===== src/rtl/core/zbuffer_point_splat_shader_assert.svh =====
// assertion macros used by the top level of the point splat shader rtl
`ifndef ZBUFFER_POINT_SPLAT_SHADER_ASSERT_SVH
`define ZBUFFER_POINT_SPLAT_SHADER_ASSERT_SVH

// antecedent implies consequent in the same cycle
`define ZBPS_ASSERT_IMP(lbl, ant, con, msg) \
  lbl: assert property (@(posedge clk_i) disable iff (!rst_ni) (ant) |-> (con)) \
    else $error(msg);

// antecedent implies consequent in the next cycle
`define ZBPS_ASSERT_NXT(lbl, ant, con, msg) \
  lbl: assert property (@(posedge clk_i) disable iff (!rst_ni) (ant) |=> (con)) \
    else $error(msg);

`endif


===== src/rtl/core/zbps_pkg.sv =====
// types, constants and lookup functions of the point splat shader
package zbps_pkg;

  // default geometry
  localparam int SCREEN_COLS_DEF = 100;
  localparam int SCREEN_ROWS_DEF = 40;
  localparam int SOURCE_SIZE_DEF = 128;
  localparam int QUEUE_DEPTH_DEF = 4;

  // source coordinate range given by the 7-bit texel position
  localparam int SRC_COORDS = 128;

  // fixed point constants, 14 fraction bits
  localparam int ONE_Q      = 16384;
  localparam int HALF_Q     = 8192;
  localparam int PERSP_GAIN = 13107;
  localparam int SIDE_LIMIT = 803;
  localparam int SLICE_EDGE = 819;
  localparam int NUM_SLICES = 21;
  localparam int SHADE_MAX  = 12;

  // character codes
  localparam logic [7:0] CHAR_SPACE  = 8'h20;
  localparam logic [7:0] CHAR_BANG   = 8'h21;
  localparam logic [7:0] CHAR_DIGIT0 = 8'h30;

  // command codes on the input
  typedef enum logic [1:0] {
    CMD_CLEAR = 2'd0,
    CMD_SPLAT = 2'd1,
    CMD_READ  = 2'd2,
    CMD_NONE  = 2'd3
  } cmd_e;

  // operations passed from front to back
  typedef enum logic [1:0] {
    OP_CLEAR = 2'd0,
    OP_READ  = 2'd1,
    OP_SLICE = 2'd2
  } op_e;

  // configuration register indexes
  typedef enum logic [2:0] {
    CFG_ROT_COS = 3'd0,
    CFG_ROT_SIN = 3'd1,
    CFG_LIGHT_X = 3'd2,
    CFG_LIGHT_Y = 3'd3,
    CFG_LIGHT_Z = 3'd4
  } cfg_idx_e;

  // configuration register set
  typedef struct packed {
    logic signed [15:0] rot_cos;
    logic signed [15:0] rot_sin;
    logic signed [17:0] light_x;
    logic signed [17:0] light_y;
    logic signed [17:0] light_z;
  } cfg_t;

  // one queued operation
  typedef struct packed {
    op_e                op;
    logic signed [17:0] x;
    logic signed [17:0] y;
    logic signed [10:0] z;
    logic               side;
    logic [4:0]         angle;
    logic [11:0]        cell_addr;
  } slice_t;

  // z of each side slice
  function automatic logic signed [10:0] zslice(input logic [4:0] k);
    logic signed [10:0] z;
    case (k)
      5'd0:    z = -11'sd819;
      5'd1:    z = -11'sd737;
      5'd2:    z = -11'sd655;
      5'd3:    z = -11'sd573;
      5'd4:    z = -11'sd492;
      5'd5:    z = -11'sd410;
      5'd6:    z = -11'sd328;
      5'd7:    z = -11'sd246;
      5'd8:    z = -11'sd164;
      5'd9:    z = -11'sd82;
      5'd10:   z = 11'sd0;
      5'd11:   z = 11'sd82;
      5'd12:   z = 11'sd164;
      5'd13:   z = 11'sd246;
      5'd14:   z = 11'sd328;
      5'd15:   z = 11'sd410;
      5'd16:   z = 11'sd492;
      5'd17:   z = 11'sd573;
      5'd18:   z = 11'sd655;
      5'd19:   z = 11'sd737;
      5'd20:   z = 11'sd819;
      default: z = 11'sd0;
    endcase
    return z;
  endfunction

  // cosine of 32 angle steps, Q1.14
  function automatic logic signed [15:0] cos_lut(input logic [4:0] a);
    logic signed [15:0] v;
    case (a)
      5'd0:    v = 16'sd16384;
      5'd1:    v = 16'sd16069;
      5'd2:    v = 16'sd15137;
      5'd3:    v = 16'sd13623;
      5'd4:    v = 16'sd11585;
      5'd5:    v = 16'sd9102;
      5'd6:    v = 16'sd6270;
      5'd7:    v = 16'sd3196;
      5'd8:    v = 16'sd0;
      5'd9:    v = -16'sd3196;
      5'd10:   v = -16'sd6270;
      5'd11:   v = -16'sd9102;
      5'd12:   v = -16'sd11585;
      5'd13:   v = -16'sd13623;
      5'd14:   v = -16'sd15137;
      5'd15:   v = -16'sd16069;
      5'd16:   v = -16'sd16384;
      5'd17:   v = -16'sd16069;
      5'd18:   v = -16'sd15137;
      5'd19:   v = -16'sd13623;
      5'd20:   v = -16'sd11585;
      5'd21:   v = -16'sd9102;
      5'd22:   v = -16'sd6270;
      5'd23:   v = -16'sd3196;
      5'd24:   v = 16'sd0;
      5'd25:   v = 16'sd3196;
      5'd26:   v = 16'sd6270;
      5'd27:   v = 16'sd9102;
      5'd28:   v = 16'sd11585;
      5'd29:   v = 16'sd13623;
      5'd30:   v = 16'sd15137;
      default: v = 16'sd16069;
    endcase
    return v;
  endfunction

  // shade ramp characters
  function automatic logic [7:0] ramp_char(input logic [3:0] i);
    logic [7:0] c;
    case (i)
      4'd0:    c = 8'h20;
      4'd1:    c = 8'h2e;
      4'd2:    c = 8'h2c;
      4'd3:    c = 8'h2d;
      4'd4:    c = 8'h7e;
      4'd5:    c = 8'h3a;
      4'd6:    c = 8'h3b;
      4'd7:    c = 8'h3d;
      4'd8:    c = 8'h21;
      4'd9:    c = 8'h2a;
      4'd10:   c = 8'h23;
      4'd11:   c = 8'h24;
      4'd12:   c = 8'h40;
      default: c = 8'h20;
    endcase
    return c;
  endfunction

endpackage


===== src/rtl/core/zbps_queue.sv =====
// short fifo of operations between front and back
module zbps_queue #(
  parameter int Depth = zbps_pkg::QUEUE_DEPTH_DEF
) (
  input  logic             clk_i,
  input  logic             rst_ni,
  input  logic             push_i,
  input  zbps_pkg::slice_t push_data_i,
  input  logic             pop_i,
  output zbps_pkg::slice_t pop_data_o,
  output logic             full_o,
  output logic             empty_o
);

  localparam int PtrW = (Depth > 1) ? $clog2(Depth) : 1;
  localparam int CntW = $clog2(Depth + 1);

  zbps_pkg::slice_t   store_q [Depth];
  logic [PtrW-1:0]    wr_ptr_q, wr_ptr_d;
  logic [PtrW-1:0]    rd_ptr_q, rd_ptr_d;
  logic [CntW-1:0]    cnt_q, cnt_d;
  logic               do_push, do_pop;

  assign full_o     = (cnt_q == CntW'(Depth));
  assign empty_o    = (cnt_q == '0);
  assign do_push    = push_i && !full_o;
  assign do_pop     = pop_i && !empty_o;
  assign pop_data_o = store_q[rd_ptr_q];

  // pointer and fill count update
  always_comb begin
    wr_ptr_d = wr_ptr_q;
    rd_ptr_d = rd_ptr_q;
    cnt_d    = cnt_q;
    if (do_push) begin
      wr_ptr_d = (wr_ptr_q == PtrW'(Depth - 1)) ? '0 : wr_ptr_q + 1'b1;
    end
    if (do_pop) begin
      rd_ptr_d = (rd_ptr_q == PtrW'(Depth - 1)) ? '0 : rd_ptr_q + 1'b1;
    end
    if (do_push && !do_pop) begin
      cnt_d = cnt_q + 1'b1;
    end else if (do_pop && !do_push) begin
      cnt_d = cnt_q - 1'b1;
    end
  end

  always_ff @(posedge clk_i or negedge rst_ni) begin
    if (!rst_ni) begin
      wr_ptr_q <= '0;
      rd_ptr_q <= '0;
      cnt_q    <= '0;
    end else begin
      wr_ptr_q <= wr_ptr_d;
      rd_ptr_q <= rd_ptr_d;
      cnt_q    <= cnt_d;
    end
  end

  // entry storage
  always_ff @(posedge clk_i) begin
    if (do_push) begin
      store_q[wr_ptr_q] <= push_data_i;
    end
  end

endmodule


===== config.mk =====
export PLATFORM = sky130hd
export DESIGN_NAME = zbps_queue
export DESIGN_NICKNAME = d
export VERILOG_FILES = /design/src/rtl/core/zbuffer_point_splat_shader_assert.svh /design/src/rtl/core/zbps_pkg.sv /design/src/rtl/core/zbps_queue.sv
export SDC_FILE = /design/constraint.sdc
export NUM_CORES = 1
export LEC_CHECK = 0
export ABC_AREA = 1
export BUFFER_PORTS_ARGS = -buffer_cell sky130_fd_sc_hd__buf_2
export CAP_MARGIN = 20
export CELL_PAD_IN_SITES_DETAIL_PLACEMENT = 1
export CELL_PAD_IN_SITES_GLOBAL_PLACEMENT = 1
export CORE_ASPECT_RATIO = 1.5
export CORE_MARGIN = 8
export CORE_UTILIZATION = 51
export DETAILED_ROUTE_END_ITERATION = 8
export PLACE_DENSITY = 0.91
export SKIP_LAST_GASP = 1
export SYNTH_ARGS = -nofsm -noshare
export SYNTH_HDL_FRONTEND = slang
export SYNTH_SLANG_ARGS = --single-unit

===== constraint.sdc =====
create_clock -name clk_i -period 12.3 [get_ports clk_i]
set_clock_uncertainty 0.2 [all_clocks]
set_input_delay 1.845 -clock clk_i [delete_from_list [all_inputs] [get_ports clk_i]]
set_output_delay 1.845 -clock clk_i [all_outputs]
set_load 0.05 [all_outputs]

### Word level (Yosys, flattened, before mapping)

Memory sizes are Yosys's and may differ from the RTL's.
Index checks and enable logic that the tools add are counted.

| word-level totals | value |
|---|---|
| register bits | 7 |
| bits in writable memories | 268 |
| input bits | 71 |
| output and inout port bits | 69 |
| word-level logic and storage cells | 27 |
| memories | 1 |

Memories:

| memory | depth | bits a word | read ports | clocked after Yosys merged registers in | write ports | line | text |
|---|---|---|---|---|---|---|---|
| store_q | 4 | 67 | 1 | 0 | 1 | zbps_queue.sv:18 | `zbps_pkg::slice_t store_q [Depth];` |

| operators by class | value |
|---|---|
| add/subtract/negate cells | 4 |
| eq/ne operators | 3 |
| mux-type cells | 6 |
| reduce and logical (&&, ||, !) cells | 10 |

Operators by type and width:

| operator | count |
|---|---|
| two-way mux 3 bit | 2 |
| adder 2 x 1 -> 2 bit (second input constant) | 2 |
| equality test 2 bit (second input constant) | 2 |
| logical AND 1 bit | 4 |
| logical NOT 1 bit | 4 |
| two-way mux 2 bit | 2 |
| adder 3 x 1 -> 3 bit (second input constant) | 1 |
| equality test 3 bit (second input constant) | 1 |
| logical NOT 3 bit | 1 |
| subtractor 3 x 1 -> 3 bit (second input constant) | 1 |
| two-way mux 1 bit | 2 |
| nonzero test 2 bit | 1 |

### Logic depth before layout (Yosys ltp)

| logic depth | value |
|---|---|
| depth in word-level cells | 7 |
| depth in mapped cells | 12 |
| mapped depth without buffers | 12 |

### Worst setup path before layout

Ideal clock, no wire load.

| path | value |
|---|---|
| kind | input -> register |
| start point | input push_i |
| end point | memory store_q[0][0] (netlist bit), enable pin |
| library setup time | 493 ps |
| arrival | 4789 ps |
| data required time | 11607 ps |
| slack | 6818 ps |
| stages on the path | 2 |
| cells stage by stage | nand2_1 > nor2_1 |

| between the ends | value |
|---|---|
| word-level cells in the longest chain between the ends | 3 |

Ends and longest elaborated chain:

| element | line | text |
|---|---|---|
| start: declaration | zbps_queue.sv:7 | `input logic push_i,` |
| logical AND 1 bit | zbps_queue.sv:26 | `assign do_push = push_i && !full_o;` |
| two-way mux 1 bit | zbps_queue.sv:62 | `if (do_push) begin` |
| two-way mux 1 bit (implied by the code) | zbps_queue.sv:63 | `store_q[wr_ptr_q] <= push_data_i;` |
| end: declaration | zbps_queue.sv:18 |  |

No other way between the ends.

==> impl_metrics.ini <==
[outcome]
status = complete, no violations

[power_and_ir_drop]
power.density_nw_per_um2 = 282
p_leak_nw = 5.08
totalPowerFinal_mw = 3.60
vdd_drop_max_uv = 232

[placed_design]
place_hpwl_um = 15900
placedInstanceArea_um2 = 11900
gp_congestion = 0.724
io_buffers = 139
dp.cells = 1217
post-place-ws_ns = 7.73

[floorplanning]
die_h_um = 197
core_um2 = 21600
die_x_um = 137
dieArea_um2 = 27000
num_rows = 66
ios = 140
start_util = 0.518

[setup_path]
start_kind = register
cp.arrival_ns = 2.77
r2r_start = cnt_q[0]
cp-endpoint = pop_data_o[26]
r2r-end = store_q[3][5]
critical_path.endpoint_type = primary output
rrSetupSlack_ns = 9.52
r2r_cells = 5
critPathKind = reg -> out
path_max_fanout = 88
startpoint = rd_ptr_q[0]
required_ns = 10.26

[synth]
yosys.area.top_type = edfxtp_1
syn_nets = 921
synth_edf_count = 268
netlist_instances = 843
avgSynthCellArea_um2 = 13.2
ys_ff_latch = 275
async_flop_share = 0.0255
yosysWarningCount = 0
synth.most_common_cell = edfxtp_1
synthTopCellsByCount = edfxtp_1, nand2_1, inv_1
syn_area_um2 = 11200
synthDistinctLibCells = 18
synthTopCellsByArea = edfxtp_1, o211ai_1, nand2_1
synth_ff_type = edfxtp_1
yosysSeqAreaShare = 0.737
yosysTopAreaCellShare = 0.721

[route]
post_drt_wl_per_cell_um = 20.0
drt-initial-drc-count = 352
drc = 0
wl_um = 25300
num_vias = 6716
ant_nets = 0
firstDrtPassIters = 4
vias_per_cell = 5.31

[clock_network]
cts_buffers = 25
root_buffer = clkbuf_16
cts.path.max_buffers = 3
post_cts_resized = 0
clk_pin_slew_ns = 0.06
clk_latency_ns = 0.52
cts-htree-levels = 1
cts_tree = done
cts_setup_buffers = 0
cts.sinks = 275
cts_hold_buffers = 0

[timing]
slew_headroom = 0.298
setup_ws_ns = 7.49
max_clock_freq_ghz = 0.208
grt_setup_unrepaired = false
setup_viol = 0
whs_ns = 0.334
finalCritPeriodShare = 0.391
setup_tns_ns = 0
tightest_slew_ns = 1.05
fin_crit_ns = 4.81
timing_hold_violations_final = 0
final_max_slew_viol_count = 0

[global_routing]
grt_start_max_net_pins = 126
grt_pass1_vias = 7456
grt_overflow_total = 0
gr-usage-all-layers = 0.189
grt_first_pass_wirelength_um = 39300
antenna_found_initial = 2

[final_layout]
regArea_um2 = 8230
multi_input_area_um2 = 2020
syn2layout_area_growth_pct = 14.2
drive_gt1_frac = 0.190
fin_cells = 1265
fin_area_um2 = 12700
utilization = 0.591
fillers = 2161
layout.nets = 1051

[job]
cap_violations = 0

[min_path]
hp-class = reg -> reg
==> cell usage in the layout (no fill, tap or decap), drive strengths merged <==
cell type / n
buf: 148
bufinv: 3
clkbuf: 34
clkinv: 6
clkinvlp: 2
dfrtp: 7
diode: 1
edfxtp: 268
fa: 1
ha: 6
inv: 151
nand2: 216
nand3: 7
nand4: 1
nor2: 6
o211ai: 134
o21ai: 1
xnor2: 1
==> per-layer routing <==
metal	vias to the layer above	wire length [um]	global-route usage
met4	2	754	0.0670
met2	128	14200	0.367
li1	3178	-	-
met5	-	10	0
met1	3364	9280	0.198
met3	44	1030	0.0298
==> area by class of cell <==
| type | count | area share |
|---|---|---|
| Antenna cell | 1 | 0.000196 |
| Clock buffer | 34 | 0.0518 |
| Clock inverter | 12 | 0.0112 |
| Inverter | 150 | 0.0442 |
| Multi-Input combinational cell | 373 | 0.159 |
| Sequential cell | 275 | 0.646 |
| Tap cell | 272 | 0.0267 |
| Timing Repair Buffer | 148 | 0.0615 |
==> registers in the layout, indices dropped and copies added, names as in the netlist <==
signal	flops
rd_ptr_q	2
store_q	268
wr_ptr_q	2
cnt_q	3
==> worst max-delay path, cell delays in order (launching register included) <==
cell	delay, ns
dfrtp_4	0.81
buf_4	0.76
o211ai_1	0.21
nand2_1	0.15
buf_2	0.28
==> cell families (layout without fill, tap and decap cells) <==
family / Yosys count / count (layout) / share of synthesized area
simple gates: 230 / 230 / 0.0784
xor+xnor: 1 / 1 / 0.000785
compound gates: 135 / 135 / 0.0906
other cells: 0 / 1 / 0
buf+inv: 195 / 344 / 0.0845
flops: 275 / 275 / 0.737
fa+ha+maj: 7 / 7 / 0.00852
==> worst min-delay path by stage <==
stage / start / endpoint / slack, ns / depth (start not counted)
6_report: cnt_q[2] / cnt_q[2] / 0.33 / 2
5_1_grt: cnt_q[0] / cnt_q[0] / 0.37 / 1
4_1_cts: cnt_q[2] / cnt_q[2] / 0.34 / 2
3_5_place_dp: cnt_q[2] / cnt_q[2] / 0.33 / 2
3_3_place_gp: cnt_q[2] / cnt_q[2] / 0.28 / 2
2_1_floorplan: cnt_q[2] / cnt_q[2] / 0.26 / 2
==> report_power, final <==
group	internal (mW)	switching, mW	leakage, nW	total (mW)
Sequential	1.23	0.0786	2.54	1.31
Combinational	0.327	1.19	2.16	1.52
Clock	0.440	0.324	0.380	0.764
Total	2.00	1.59	5.08	3.60
Power figures use the tool's default switching activity.
