## src/rtl/core/zbuffer_point_splat_shader_assert.svh

```systemverilog
// assertion macros used by the top level of the point splat shader rtl
`ifndef ZBUFFER_POINT_SPLAT_SHADER_ASSERT_SVH
`define ZBUFFER_POINT_SPLAT_SHADER_ASSERT_SVH

// antecedent implies consequent in the same cycle
`define ZBPS_ASSERT_IMP(lbl, ant, con, msg) \
  lbl: assert property (@(posedge clk_i) disable iff (!rst_ni) (ant) |-> (con)) \
    else $error(msg);

// antecedent implies consequent in the next cycle
`define ZBPS_ASSERT_NXT(lbl, ant, con, msg) \
  lbl: assert property (@(posedge clk_i) disable iff (!rst_ni) (ant) |=> (con)) \
    else $error(msg);

`endif

```

## src/rtl/core/zbps_pkg.sv

```systemverilog
// types, constants and lookup functions of the point splat shader
package zbps_pkg;

  // default geometry
  localparam int SCREEN_COLS_DEF = 100;
  localparam int SCREEN_ROWS_DEF = 40;
  localparam int SOURCE_SIZE_DEF = 128;
  localparam int QUEUE_DEPTH_DEF = 4;

  // source coordinate range given by the 7-bit texel position
  localparam int SRC_COORDS = 128;

  // fixed point constants, 14 fraction bits
  localparam int ONE_Q      = 16384;
  localparam int HALF_Q     = 8192;
  localparam int PERSP_GAIN = 13107;
  localparam int SIDE_LIMIT = 803;
  localparam int SLICE_EDGE = 819;
  localparam int NUM_SLICES = 21;
  localparam int SHADE_MAX  = 12;

  // character codes
  localparam logic [7:0] CHAR_SPACE  = 8'h20;
  localparam logic [7:0] CHAR_BANG   = 8'h21;
  localparam logic [7:0] CHAR_DIGIT0 = 8'h30;

  // command codes on the input
  typedef enum logic [1:0] {
    CMD_CLEAR = 2'd0,
    CMD_SPLAT = 2'd1,
    CMD_READ  = 2'd2,
    CMD_NONE  = 2'd3
  } cmd_e;

  // operations passed from front to back
  typedef enum logic [1:0] {
    OP_CLEAR = 2'd0,
    OP_READ  = 2'd1,
    OP_SLICE = 2'd2
  } op_e;

  // configuration register indexes
  typedef enum logic [2:0] {
    CFG_ROT_COS = 3'd0,
    CFG_ROT_SIN = 3'd1,
    CFG_LIGHT_X = 3'd2,
    CFG_LIGHT_Y = 3'd3,
    CFG_LIGHT_Z = 3'd4
  } cfg_idx_e;

  // configuration register set
  typedef struct packed {
    logic signed [15:0] rot_cos;
    logic signed [15:0] rot_sin;
    logic signed [17:0] light_x;
    logic signed [17:0] light_y;
    logic signed [17:0] light_z;
  } cfg_t;

  // one queued operation
  typedef struct packed {
    op_e                op;
    logic signed [17:0] x;
    logic signed [17:0] y;
    logic signed [10:0] z;
    logic               side;
    logic [4:0]         angle;
    logic [11:0]        cell_addr;
  } slice_t;

  // z of each side slice
  function automatic logic signed [10:0] zslice(input logic [4:0] k);
    logic signed [10:0] z;
    case (k)
      5'd0:    z = -11'sd819;
      5'd1:    z = -11'sd737;
      5'd2:    z = -11'sd655;
      5'd3:    z = -11'sd573;
      5'd4:    z = -11'sd492;
      5'd5:    z = -11'sd410;
      5'd6:    z = -11'sd328;
      5'd7:    z = -11'sd246;
      5'd8:    z = -11'sd164;
      5'd9:    z = -11'sd82;
      5'd10:   z = 11'sd0;
      5'd11:   z = 11'sd82;
      5'd12:   z = 11'sd164;
      5'd13:   z = 11'sd246;
      5'd14:   z = 11'sd328;
      5'd15:   z = 11'sd410;
      5'd16:   z = 11'sd492;
      5'd17:   z = 11'sd573;
      5'd18:   z = 11'sd655;
      5'd19:   z = 11'sd737;
      5'd20:   z = 11'sd819;
      default: z = 11'sd0;
    endcase
    return z;
  endfunction

  // cosine of 32 angle steps, Q1.14
  function automatic logic signed [15:0] cos_lut(input logic [4:0] a);
    logic signed [15:0] v;
    case (a)
      5'd0:    v = 16'sd16384;
      5'd1:    v = 16'sd16069;
      5'd2:    v = 16'sd15137;
      5'd3:    v = 16'sd13623;
      5'd4:    v = 16'sd11585;
      5'd5:    v = 16'sd9102;
      5'd6:    v = 16'sd6270;
      5'd7:    v = 16'sd3196;
      5'd8:    v = 16'sd0;
      5'd9:    v = -16'sd3196;
      5'd10:   v = -16'sd6270;
      5'd11:   v = -16'sd9102;
      5'd12:   v = -16'sd11585;
      5'd13:   v = -16'sd13623;
      5'd14:   v = -16'sd15137;
      5'd15:   v = -16'sd16069;
      5'd16:   v = -16'sd16384;
      5'd17:   v = -16'sd16069;
      5'd18:   v = -16'sd15137;
      5'd19:   v = -16'sd13623;
      5'd20:   v = -16'sd11585;
      5'd21:   v = -16'sd9102;
      5'd22:   v = -16'sd6270;
      5'd23:   v = -16'sd3196;
      5'd24:   v = 16'sd0;
      5'd25:   v = 16'sd3196;
      5'd26:   v = 16'sd6270;
      5'd27:   v = 16'sd9102;
      5'd28:   v = 16'sd11585;
      5'd29:   v = 16'sd13623;
      5'd30:   v = 16'sd15137;
      default: v = 16'sd16069;
    endcase
    return v;
  endfunction

  // shade ramp characters
  function automatic logic [7:0] ramp_char(input logic [3:0] i);
    logic [7:0] c;
    case (i)
      4'd0:    c = 8'h20;
      4'd1:    c = 8'h2e;
      4'd2:    c = 8'h2c;
      4'd3:    c = 8'h2d;
      4'd4:    c = 8'h7e;
      4'd5:    c = 8'h3a;
      4'd6:    c = 8'h3b;
      4'd7:    c = 8'h3d;
      4'd8:    c = 8'h21;
      4'd9:    c = 8'h2a;
      4'd10:   c = 8'h23;
      4'd11:   c = 8'h24;
      4'd12:   c = 8'h40;
      default: c = 8'h20;
    endcase
    return c;
  endfunction

endpackage

```

## src/rtl/core/zbps_front.sv

```systemverilog
// command decode and slice generation
module zbps_front #(
  parameter int SourceSize = zbps_pkg::SOURCE_SIZE_DEF
) (
  input  logic             clk_i,
  input  logic             rst_ni,
  input  logic             accept_i,
  input  logic [1:0]       command_i,
  input  logic [6:0]       src_col_i,
  input  logic [6:0]       src_row_i,
  input  logic [7:0]       glyph_i,
  input  logic [11:0]      cell_index_i,
  input  logic             q_full_i,
  output logic             push_o,
  output zbps_pkg::slice_t push_data_o,
  output logic             busy_o
);

  typedef enum logic [2:0] {
    F_IDLE = 3'b001,
    F_DEC  = 3'b010,
    F_GEN  = 3'b100
  } front_state_e;

  front_state_e       state_q, state_d;
  zbps_pkg::cmd_e     cmd_q;
  logic [7:0]         glyph_q;
  logic [11:0]        cell_q;
  logic signed [17:0] x_q, y_q;
  logic [4:0]         k_q, k_d;
  logic               face_q;
  logic [16:0]        pos_tab [zbps_pkg::SRC_COORDS];
  logic signed [10:0] z_gen;
  logic               last_gen;

  // texel position table, worked out at elaboration
  for (genvar g = 0; g < zbps_pkg::SRC_COORDS; g++) begin : g_pos
    assign pos_tab[g] = 17'((g * zbps_pkg::ONE_Q) / SourceSize);
  end

  // z and end of the slice walk
  always_comb begin
    if (face_q) begin
      z_gen    = (k_q == 5'd0) ? -11'(zbps_pkg::SLICE_EDGE) : 11'(zbps_pkg::SLICE_EDGE);
      last_gen = (k_q == 5'd1);
    end else begin
      z_gen    = zbps_pkg::zslice(k_q);
      last_gen = (k_q == 5'(zbps_pkg::NUM_SLICES - 1));
    end
  end

  // state sequencing and queue push
  always_comb begin
    state_d     = state_q;
    k_d         = k_q;
    push_o      = 1'b0;
    push_data_o = '0;
    push_data_o.cell_addr = cell_q;
    case (state_q)
      F_IDLE: begin
        if (accept_i) begin
          state_d = F_DEC;
        end
      end
      F_DEC: begin
        k_d = '0;
        case (cmd_q)
          zbps_pkg::CMD_CLEAR: begin
            push_data_o.op = zbps_pkg::OP_CLEAR;
            push_o = !q_full_i;
            if (!q_full_i) state_d = F_IDLE;
          end
          zbps_pkg::CMD_READ: begin
            push_data_o.op = zbps_pkg::OP_READ;
            push_o = !q_full_i;
            if (!q_full_i) state_d = F_IDLE;
          end
          zbps_pkg::CMD_SPLAT: begin
            state_d = (glyph_q == zbps_pkg::CHAR_SPACE) ? F_IDLE : F_GEN;
          end
          default: begin
            state_d = F_IDLE;
          end
        endcase
      end
      F_GEN: begin
        push_data_o.op    = zbps_pkg::OP_SLICE;
        push_data_o.x     = x_q;
        push_data_o.y     = y_q;
        push_data_o.z     = z_gen;
        push_data_o.side  = !face_q && (z_gen > -11'(zbps_pkg::SIDE_LIMIT))
                            && (z_gen < 11'(zbps_pkg::SIDE_LIMIT));
        push_data_o.angle = 5'(glyph_q - zbps_pkg::CHAR_DIGIT0);
        push_o = !q_full_i;
        if (!q_full_i) begin
          k_d = k_q + 1'b1;
          if (last_gen) state_d = F_IDLE;
        end
      end
      default: begin
        state_d = F_IDLE;
      end
    endcase
  end

  assign busy_o = (state_q != F_IDLE);

  always_ff @(posedge clk_i or negedge rst_ni) begin
    if (!rst_ni) begin
      state_q <= F_IDLE;
      k_q     <= '0;
    end else begin
      state_q <= state_d;
      k_q     <= k_d;
    end
  end

  // item capture
  always_ff @(posedge clk_i) begin
    if (accept_i && state_q == F_IDLE) begin
      cmd_q   <= zbps_pkg::cmd_e'(command_i);
      glyph_q <= glyph_i;
      cell_q  <= cell_index_i;
      face_q  <= (glyph_i == zbps_pkg::CHAR_BANG);
      x_q     <= $signed({1'b0, pos_tab[src_col_i]}) - 18'(zbps_pkg::HALF_Q);
      y_q     <= $signed({1'b0, pos_tab[src_row_i]}) - 18'(zbps_pkg::HALF_Q);
    end
  end

endmodule

```

## config.mk

```make
export PLATFORM = sky130hd
export DESIGN_NAME = zbps_front
export DESIGN_NICKNAME = d
export VERILOG_FILES = /design/src/rtl/core/zbuffer_point_splat_shader_assert.svh /design/src/rtl/core/zbps_pkg.sv /design/src/rtl/core/zbps_front.sv
export SDC_FILE = /design/constraint.sdc
export NUM_CORES = 1
export LEC_CHECK = 0
export BUFFER_PORTS_ARGS = -buffer_cell sky130_fd_sc_hd__buf_2
export CELL_PAD_IN_SITES_DETAIL_PLACEMENT = 0
export CELL_PAD_IN_SITES_GLOBAL_PLACEMENT = 1
export CORE_UTILIZATION = 36
export DETAILED_ROUTE_END_ITERATION = 8
export GPL_TIMING_DRIVEN = 0
export HOLD_SLACK_MARGIN = 0.03
export PLACE_DENSITY_LB_ADDON = 0.1
export SLEW_MARGIN = 25
export SYNTH_ARGS = -nofsm -noshare
export SYNTH_HDL_FRONTEND = slang
export SYNTH_SLANG_ARGS = --single-unit
```

## constraint.sdc

```tcl
create_clock -name clk_i -period 2.8 [get_ports clk_i]
set_input_delay 0.42 -clock clk_i [delete_from_list [all_inputs] [get_ports clk_i]]
set_output_delay 0.42 -clock clk_i [all_outputs]
set_load 0.05 [all_outputs]
```

; Yosys cells after proc, flatten, opt, wreduce, memory -nomap -nowiden
; Memory sizes are Yosys's and may differ from the RTL's.
; Cells that the tools add are included.
; W data, S select, Z words.
[word_totals]
n_memories = 3
in_bits = 40
register_bits = 67
romBits = 4704
out_inout_bits = 69
latchBits = 0
wordCells = 67
ramBits = 0
[mem_list]
columns = memory, words, word_bits, rd, rd_clocked_by_memory_dff, wr, line
row1 = (name not given), 128, 17, 1, 0, 0, zbps_front.sv:126  ; y_q <= $signed({1'b0, pos_tab[src_row_i]}) - 18'(zbps_pkg::HALF_Q);
row2 = (name not given), 128, 17, 1, 0, 0, zbps_front.sv:125  ; x_q <= $signed({1'b0, pos_tab[src_col_i]}) - 18'(zbps_pkg::HALF_Q);
row3 = (name not given), 32, 11, 1, 0, 0, zbps_pkg.sv:74  ; case (k)
[op_classes]
bitwise_logic = 2
n_addsub = 4
n_mux = 21
multipliers = 0
n_reduce_logical = 11
n_eq_ne = 14
div = 0
n_lt_le_gt_ge = 4
n_shift = 0
[op_table]
columns = cell, count
row1 = $mux W17, 4
row2 = $mux W53, 1
row3 = $sub A17 B14 Y18 const B, 2
row4 = $mux W11, 2
row5 = $eq A8 B6 Y1 const B, 2
row6 = $ge A8 B8 Y1 const B, 2
row7 = $not A7 Y8, 2
row8 = $mux W3, 5
row9 = $gt A11 B11 Y1 const B, 1
row10 = $lt A11 B11 Y1 const B, 1
row11 = $pmux W5 S2, 1
row12 = $pmux W3 S3, 1
row13 = $ne A2 B2 Y1 const B, 3
row14 = $pmux W3 S2, 1
row15 = $add A5 B1 Y5 const B, 1
row16 = $eq A5 B1 Y1 const B, 1
row17 = $eq A5 B5 Y1 const B, 1
row18 = $logic_not A5 Y1, 1
row19 = $mux W5, 1
row20 = $sub A5 B5 Y5 const B, 1
row21 = $pmux W2 S2, 1
row22 = $reduce_and A4 Y1, 1
row23 = $eq A3 B1 Y1 const B, 1
row24 = $eq A3 B2 Y1 const B, 1
row25 = other kinds (13), 18

; Longest topological paths before layout
; Gate-level depths: netlist (run 1).
[logic_depth]
depth_word = 7
mapped_depth = 8
ltp_nobuf = 8

; Worst setup path before layout (run 1)
; Ideal clock, no wire load.
[synth_path]
path_type = flip-flop to output port
startpoint = register k_q[0]
endpoint = output port push_data_o[26] (netlist name)
path_buffers = 0
slack_ns = -0.183
arrival_time_ns = 2.563
path_stages_with_launch = 7
required_ns = 2.380
path_cell_list = dfrtp_1 inv_1 ha_1 nor4b_2 and2_1 nand2b_1 nor3_1
[synth_lines]
columns = element, line
row1 = "start, declared", zbps_front.sv:30  ; logic [4:0] k_q, k_d;
row2 = "start signal, assigned", zbps_front.sv:114  ; k_q <= k_d;
row3 = "end, declared", zbps_front.sv:15  ; output zbps_pkg::slice_t push_data_o,

==> impl_metrics.json, run 1 <==
{
  "cts_buffers": 5,
  "cp_data_required_time_ns": 2.38,
  "cp-start-kind": "register",
  "dr.pass1.iters": 4,
  "wl_um": 6197,
  "worstSetupPathType": "reg -> out",
  "synth_top_area_share_pct": 41.95,
  "insertion_delay_ns": 0.30,
  "yosys_warnings": 0,
  "vias": 2222,
  "num_antenna_cells": 0,
  "ios": 109,
  "drive_gt1_share_pct": 46.51,
  "cts_htree_levels": 2,
  "synthTopCellsByArea": "edfxtp_1, dfrtp_1, buf_4",
  "worstPathMaxFanout": 6,
  "initial_utilization_pct": 38.14,
  "status": "finished with violations",
  "grt_pass1_vias": 2108,
  "period_share_pct": 100.4,
  "async_reset_ff_share_pct": 17.78,
  "holdCritPathClass": "in -> reg",
  "synthFlopType": "edfxtp_1",
  "finClkSkew_ns": 0.006418,
  "setup_viol": 1,
  "dieArea_mm2": 0.007704,
  "cap_viol_max_count": 0,
  "track_usage_pct": 16.78,
  "die_x_um": 87.78,
  "min_period_ns": 2.811,
  "yosysSeqAreaShare_pct": 49.55,
  "grt_pass1_wl_um": 9867,
  "post-dp-hpwl_um": 4595,
  "cts.sinks": 45,
  "clockRootBuffer": "clkbuf_8",
  "max_clock_freq_ghz": 0.3558,
  "synth_edf_count": 37,
  "ant_nets": 0,
  "hold_viol_final": 0,
  "drt_iter0_markers": 69,
  "rows": 30,
  "nFillCells": 650,
  "portBuffers": 94,
  "core_mm2": 0.006944,
  "tritoncts": "yes",
  "fin_nets": 422,
  "grt_setup_unrepaired": "yes",
  "grt_max_degree": 28,
  "cellLeakagePower_uw": 0.001751,
  "synth_top_area_cell": "edfxtp_1",
  "wire_per_inst_um": 13.24,
  "avgViaCountPerCell": 4.748,
  "post-synth-top-count-cell": "edfxtp_1",
  "drc_errors": 0,
  "rr_startpoint": "k_q[2]",
  "chipHeight_um": 87.78,
  "cts_max_path_buffers": 2,
  "antenna_found_initial": 0,
  "synth_common_cells": "edfxtp_1, buf_4, and3_1",
  "hp-start": "cell_index_i[11]",
  "syn_inst": 245,
  "endpoint_kind": "primary output",
  "grt-ovfl-total": 0,
  "critical_path_arrival_ns": 2.39,
  "worst_slack_ns": -0.01094,
  "routabilityCongestion": 0.7929,
  "synth_seq_cells": 45,
  "path_clk_slew_ns": 0.09,
  "violations": "negative setup slack",
  "worstMarginPinSlew_ns": 0.6536,
  "syn_avg_cell_area_um2": 10.81,
  "peakVddDrop_uv": 432.6,
  "area_growth_pct": 38.36,
  "tns_ns": -0.01094,
  "synthDistinctLibCells": 59,
  "synth_area_mm2": 0.002649,
  "startpoint": "k_q[1]",
  "powerDensity_mw_per_mm2": 840.0,
  "utilization_pct": 52.77,
  "slew_violations": 0,
  "max_slew_margin_pct": 56.33
}
[power breakdown]
group          switching, uW  internal, uW
clock                    217           267
combinational           1000           604
sequential              75.9           914
total                   1290          1790
[layout by cell type, fill, tap and decap left out, drive strengths merged, types with 2 or more instances in the layout]
cell type,synthesis,final
nor2b,9,9
or2,3,3
nand4,2,2
clkinvlp,0,3
nor4b,3,3
dfrtp,7,7
nand2b,2,2
nand3,4,4
and2,2,2
mux2,2,2
a211oi,2,2
mux2i,3,3
a31oi,4,4
buf,28,133
o211ai,3,3
a21oi,14,14
nor3,4,4
edfxtp,37,37
ha,11,11
o31ai,3,3
inv,12,10
and3,20,20
conb,1,14
nand2,16,16
o21ai,7,7
nor4,2,2
clkbuf,4,9
nor2,18,18
xor2,2,2
[per-stage QoR]
step | area (um^2) | hold slack (ns) | instances | worst slack (ns) | power, uW
2_1_floorplan | 2709 | 0.1244 | 258 | 0.1040 | 1999
3_3_place_gp | 3299 | 0.2736 | 448 | -0.2344 | 2304
3_5_place_dp | 3321 | 0.2796 | 449 | -0.1903 | 2325
4_1_cts | 3595 | 0.2822 | 466 | -0.003942 | 3002
5_1_grt | 3665 | 0.2741 | 468 | -0.1087 | 3264
6_report | 3665 | 0.2917 | 468 | -0.01094 | 3078
[worst max-delay path, stage by stage, from the launching register on]
cell        delay (ns)
dfrtp_2           0.39
clkinvlp_4        0.20
ha_4              0.25
mux2_4            0.27
a211oi_4          0.27
o21ai_1           0.14
a311oi_2          0.34
nor3_4            0.08
buf_6             0.16
[sequential cells by signal, summed over array words and instances (netlist names)]
register  flops
state_q       3
face_q        1
cmd_q         2
glyph_q       8
y_q           7
x_q           7
k_q           5
cell_q       12
[path summary, 6_finish.rpt]
kind	to	slack (ns)	depth (start not counted)
setup / recovery	push_data_o[17]	-0.01	8
hold / removal	cell_q[11]	0.29	1
setup reg to reg	state_q[0]	0.91	7
hold reg to reg	state_q[2]	0.57	3
max in group asynchronous	state_q[0]	2.07	2
min in group asynchronous	state_q[1]	0.49	2
[cells by family (layout without fill, tap and decap cells)]
group | after synthesis | count (layout) | share of synthesized area, %
other | 1 | 14 | 0.1416
AND/OR/NAND/NOR | 92 | 92 | 19.75
multiplexers | 5 | 5 | 1.984
adder cells (fa/ha/maj) | 11 | 11 | 5.196
AO/OA/AOI/OAI | 45 | 45 | 12.05
buffers and inverters | 44 | 158 | 10.68
flip-flops | 45 | 45 | 49.55
XOR/XNOR | 2 | 2 | 0.6614
[what timing repair did]
item,CTS,global route
gates resized for setup,19,8
setup endpoints to repair,9,5
endpoints found under the hold margin,7,0
pin swaps,5,2
hold buffers,1,0
setup buffers,8,2
[final cells by class]
cell class / instances / area (um^2) / area share [%]
Buffer: 32 / 237.7 / 6.487
Clock inverter: 3 / 46.29 / 1.263
Multi-Input combinational cell: 169 / 1241 / 33.87
Clock buffer: 5 / 68.82 / 1.878
Timing Repair Buffer: 106 / 581.8 / 15.88
Inverter: 12 / 52.55 / 1.434
Tap cell: 96 / 120.1 / 3.278
Sequential cell: 45 / 1316 / 35.92
[metal layers]
metal	up-vias	wire (um)	part of all wire [%]	global-route usage (%)
li1	1111	-	-	-
met1	1032	2634	43	19.61
met2	69	3132	51	29.25
met3	10	324	5.2	4.147
met4	0	105	1.7	7.154
met5	-	0	0	0
No activity file was read; power rests on OpenSTA's default activity.
==> run 2: changes to the inputs <==
==> constraint.sdc (replaced) <==
create_clock -name clk_i -period 2.8 [get_ports clk_i]
set_input_delay 0 -clock clk_i [delete_from_list [all_inputs] [get_ports clk_i]]
set_output_delay 0 -clock clk_i [all_outputs]
set_load 0.05 [all_outputs]
==> impl_metrics.json, run 2 (synthesis results as in run 1) <==
{
  "dieArea_mm2": 0.007704,
  "worst_hold_slack_ns": 0.06020,
  "antenna_found_initial": 0,
  "peakVddDrop_uv": 540.2,
  "endpoint_kind": "primary output",
  "initial_utilization_pct": 38.14,
  "ff2ff_path_depth": 6,
  "path_buf_inv": 2,
  "fin_nets": 450,
  "cts_buffers": 5,
  "chipHeight_um": 87.78,
  "startpoint": "k_q[1]",
  "powerDensity_mw_per_mm2": 746.0,
  "track_usage_pct": 18.21,
  "min_period_ns": 2.584,
  "setup_viol": 0,
  "ios": 109,
  "drive_gt1_share_pct": 37.50,
  "grt-ovfl-total": 0,
  "cp-start-kind": "register",
  "path_clk_slew_ns": 0.08,
  "cts_htree_levels": 2,
  "critical_path_depth": 9,
  "tritoncts": "yes",
  "grt_max_degree": 23,
  "cts_max_path_buffers": 2,
  "worstReg2RegEnd": "state_q[0]",
  "drc_errors": 0,
  "area_growth_pct": 44.50,
  "num_antenna_cells": 0,
  "top_register": "cell_q",
  "clockRootBuffer": "clkbuf_8",
  "max_clock_freq_ghz": 0.3870,
  "core_mm2": 0.006944,
  "finClkSkew_ns": 0.004333,
  "wire_per_inst_um": 13.61,
  "routabilityCongestion": 0.7879,
  "drt_iter0_markers": 106,
  "post-dp-hpwl_um": 4583,
  "finalPower_uw": 2855,
  "rows": 30,
  "critical_path_arrival_ns": 2.58,
  "crit_family": "simple AND/OR/NAND/NOR gates",
  "grt_setup_unrepaired": "no",
  "cpMaxStageDelayCell": "dfrtp_2",
  "final_cell_mix": "buf_2, dlygate4sd3_1, edfxtp_1",
  "utilization_pct": 55.12,
  "largest_reg_flops": 12,
  "avgViaCountPerCell": 4.754,
  "dr.pass1.iters": 4,
  "worstMarginPinSlew_ns": 0.6717,
  "die_x_um": 87.78,
  "slowest_delay_ns": 0.50,
  "hold_viol_final": 0,
  "portBuffers": 94,
  "insertion_delay_ns": 0.30,
  "tns_ns": 0,
  "worstPathMaxFanout": 11,
  "max_slew_margin_pct": 55.12,
  "period_share_pct": 92.27,
  "cp_data_required_time_ns": 2.80,
  "reg.largest.list": "cell_q (12), glyph_q (8)",
  "reg2reg_setup_slack_ns": 0.93,
  "status": "completed",
  "cellLeakagePower_uw": 0.001836,
  "worstSetupEndpoint": "push_data_o[17]",
  "ant_nets": 0,
  "mostFrequentLayoutCell": "buf_2",
  "path_cells": "inv_2 > ha_2 > nor4b_2 > and2_1 > o32ai_1 > o211ai_2 > nand2_1 > nor3_2 > buf_2",
  "vias": 2358,
  "rr_startpoint": "k_q[2]",
  "wl_um": 6751,
  "post-cts-setup-buffers": 0,
  "holdCritPathClass": "in -> async",
  "cts.sinks": 45,
  "cap_viol_max_count": 0,
  "grt_pass1_vias": 2319,
  "grt_pass1_wl_um": 10780,
  "nFillCells": 640,
  "slew_violations": 0,
  "worstSetupPathType": "reg -> out"
}
-- run 2: changes by cell type in the layout (fill, tap and decap cells not counted), moves of 2 or more --
cell,change
a21oi_1,+3
buf_4,-10
clkinvlp_4,-2
ha_1,+2
a21oi_2,-3
ha_4,-2
dlygate4sd3_1,+38
inv_2,+2
-- run 2: worst min path at each step --
| stage | cells after the start | slack, ns | start | end |
|---|---|---|---|---|
| after floorplan | 0 | -0.30 | rst_ni | k_q[0] |
| after global placement | 1 | -0.15 | rst_ni | state_q[2] |
| after detailed placement | 1 | -0.15 | rst_ni | state_q[2] |
| after CTS | 2 | 0.08 | rst_ni | state_q[2] |
| after global routing | 2 | 0.08 | rst_ni | state_q[2] |
| final | 2 | 0.06 | rst_ni | state_q[1] |
-- run 2: worst register-to-register path, delay by kind of cell, from the launching register on --
family / cells / cell delay [ns]
flops: 1 / 0.50
simple gates: 2 / 0.45
compound gates: 3 / 0.67
buf+inv: 1 / 0.20
-- run 2: cell type report --
cell class	count	area [um^2]	share of cell area, %
multi-input combinational	169	1106	28.90
tap	96	120.1	3.138
sequential	45	1315	34.36
buffer	32	237.7	6.211
clock buffer	5	68.82	1.798
clock inverter	3	46.29	1.210
timing repair buffer	134	888.4	23.21
inverter	12	45.04	1.177
-- run 2: routing by layer --
metal  part of all wire [%]  vias to the layer above  global-route usage, %
met5                      0                        -                      0
met4                    1.1                        0                  5.067
met3                    5.9                        7                  4.524
met2                     51                       80                  31.22
met1                     42                     1104                  22.79
li1                       -                     1167                      -
-- run 2: metrics by stage --
step	worst slack [ns]	instance area (um^2)	instances
5_1_grt	0.04646	3827	496
2_1_floorplan	0.2374	2698	258
3_5_place_dp	0.2752	3317	449
3_3_place_gp	0.2114	3288	448
4_1_cts	0.05723	3824	496
6_report	0.2163	3827	496
-- run 2: report_power, final --
part	total (uW)	switching (uW)	internal, uW
Sequential	1020	106	914
Combinational	1340	874	469
Clock	493	226	267
-- run 2: timing repair --
item | in CTS | in global routing
resized for setup | 2 | 3
hold buffers | 39 | 0
endpoints found under the hold margin | 47 | 0
gates cloned | 0 | 0
endpoints found under the setup margin | 1 | 2
==> run 3: changes to the inputs <==
clock period = 2.9 ns   (was 2.8 ns; I/O delays follow)
==> impl_metrics.json, run 3 (synthesis results as in run 1) <==
{
  "stdcell_area_mm2": 0.003827,
  "routabilityCongestion": 0.7879,
  "dr.pass1.iters": 4,
  "top_register": "cell_q",
  "reg.largest.list": "cell_q (12), glyph_q (8)",
  "wl_met1_um": 2817,
  "startpoint": "k_q[1]",
  "holdCritPathClass": "in -> async",
  "worstReg2RegEnd": "state_q[0]",
  "largest_reg_flops": 12,
  "grt_setup_unrepaired": "no",
  "ios": 109,
  "endpoint_kind": "primary output",
  "chipHeight_um": 87.78,
  "dieArea_mm2": 0.007704,
  "finClkSkew_ns": 0.004333,
  "worstSetupEndpoint": "push_data_o[17]",
  "ant_nets": 0,
  "drt_iter0_markers": 96,
  "cp_data_required_time_ns": 2.90,
  "cp-start-kind": "register",
  "core_mm2": 0.006944,
  "reg2reg_setup_slack_ns": 1.03,
  "wl_met3_um": 401,
  "slew_violations": 0,
  "critical_path_depth": 9,
  "tritoncts": "yes",
  "cts_max_path_buffers": 2,
  "ff2ff_path_depth": 6,
  "fin_nets": 450,
  "grt-ovfl-total": 0,
  "cts_htree_levels": 2,
  "worst_hold_slack_ns": 0.06020,
  "tns_ns": 0,
  "setup_viol": 0,
  "vias": 2356,
  "rr_startpoint": "k_q[2]",
  "max_clock_freq_ghz": 0.3711,
  "grt_pass1_vias": 2319,
  "grt_pass1_wl_um": 10780,
  "final_cell_mix": "buf_2, dlygate4sd3_1, edfxtp_1",
  "post-dp-hpwl_um": 4583,
  "worstMarginPinSlew_ns": 0.6717,
  "utilization_pct": 55.12,
  "cellLeakagePower_uw": 0.001836,
  "antenna_found_initial": 0,
  "track_usage_pct": 18.21,
  "die_x_um": 87.78,
  "cts_buffers": 5,
  "path_cells": "inv_1 > ha_2 > nor4b_2 > and2_1 > o32ai_1 > o211ai_2 > nand2_1 > nor3_2 > buf_2",
  "post-cts-setup-buffers": 0,
  "period_share_pct": 92.92,
  "path_buf_inv": 2,
  "num_antenna_cells": 0,
  "min_period_ns": 2.695,
  "crit_family": "simple AND/OR/NAND/NOR gates",
  "peakVddDrop_uv": 521.5,
  "insertion_delay_ns": 0.30,
  "area_growth_pct": 44.50,
  "critical_path_arrival_ns": 2.69,
  "routed.top_layer": "met4",
  "wl_um": 6750,
  "worstSetupPathType": "reg -> out",
  "grt_max_degree": 23,
  "drc_errors": 0,
  "hold_viol_final": 0,
  "powerDensity_mw_per_mm2": 719.4,
  "mostFrequentLayoutCell": "buf_2",
  "worstPathMaxFanout": 11,
  "cap_viol_max_count": 0,
  "status": "completed",
  "path_clk_slew_ns": 0.08,
  "portBuffers": 94,
  "initial_utilization_pct": 38.14,
  "rows": 30,
  "place_area_mm2": 0.003317,
  "clockRootBuffer": "clkbuf_8",
  "wire_per_inst_um": 13.61,
  "wl_met2_um": 3459,
  "avgViaCountPerCell": 4.750,
  "max_slew_margin_pct": 55.12,
  "cts.sinks": 45,
  "drive_gt1_share_pct": 37.00,
  "cpMaxStageDelayCell": "dfrtp_2",
  "slowest_delay_ns": 0.50
}
==> run 3: cell counts in the layout (fill, tap and decap cells not counted) <==
No cell type changed its count.
==> run 3: what timing repair did <==
action | 4_1_cts | 5_1_grt
hold buffers | 39 | 0
endpoints found under the setup margin | 0 | 2
resized for setup | 0 | 3
endpoints found under the hold margin | 47 | 0
==> run 3: area by class of cell <==
cell class                      count  area, um^2
Tap cell                           96       120.1
Buffer                             32       237.7
Sequential cell                    45        1315
Timing Repair Buffer              134       888.4
Fill cell                         640        3117
Clock inverter                      3       46.29
Multi-Input combinational cell    169        1106
Clock buffer                        5       68.82
Inverter                           12       45.04
==> run 3: how the worst min path moves through the flow <==
stage,start,end,slack (ns),depth (start not counted)
3_5_place_dp,rst_ni,state_q[2],-0.15,1
3_3_place_gp,rst_ni,state_q[2],-0.15,1
5_1_grt,rst_ni,state_q[2],0.08,2
4_1_cts,rst_ni,state_q[2],0.08,2
2_1_floorplan,rst_ni,k_q[0],-0.30,0
6_report,rst_ni,state_q[1],0.06,2
==> run 3: power breakdown <==
part	switching (uW)	internal, uW	total (uW)
registers	100	883	983
clock network	218	258	476
logic	843	452	1290
total	1160	1590	2750
==> run 3: metal layers <==
layer	vias to the layer above	GRT usage (%)
li1	1165	-
met1	1104	22.79
met2	80	31.22
met3	7	4.524
met4	0	5.067
met5	-	0
==> run 3: through the flow <==
stage	power [uW]	worst slack, ns	std cells
5_1_grt	2927	0.02204	496
6_report	2753	0.2053	496
2_1_floorplan	1915	0.3374	258
4_1_cts	2751	0.03749	496
3_3_place_gp	2214	0.3114	448
3_5_place_dp	2235	0.3752	449
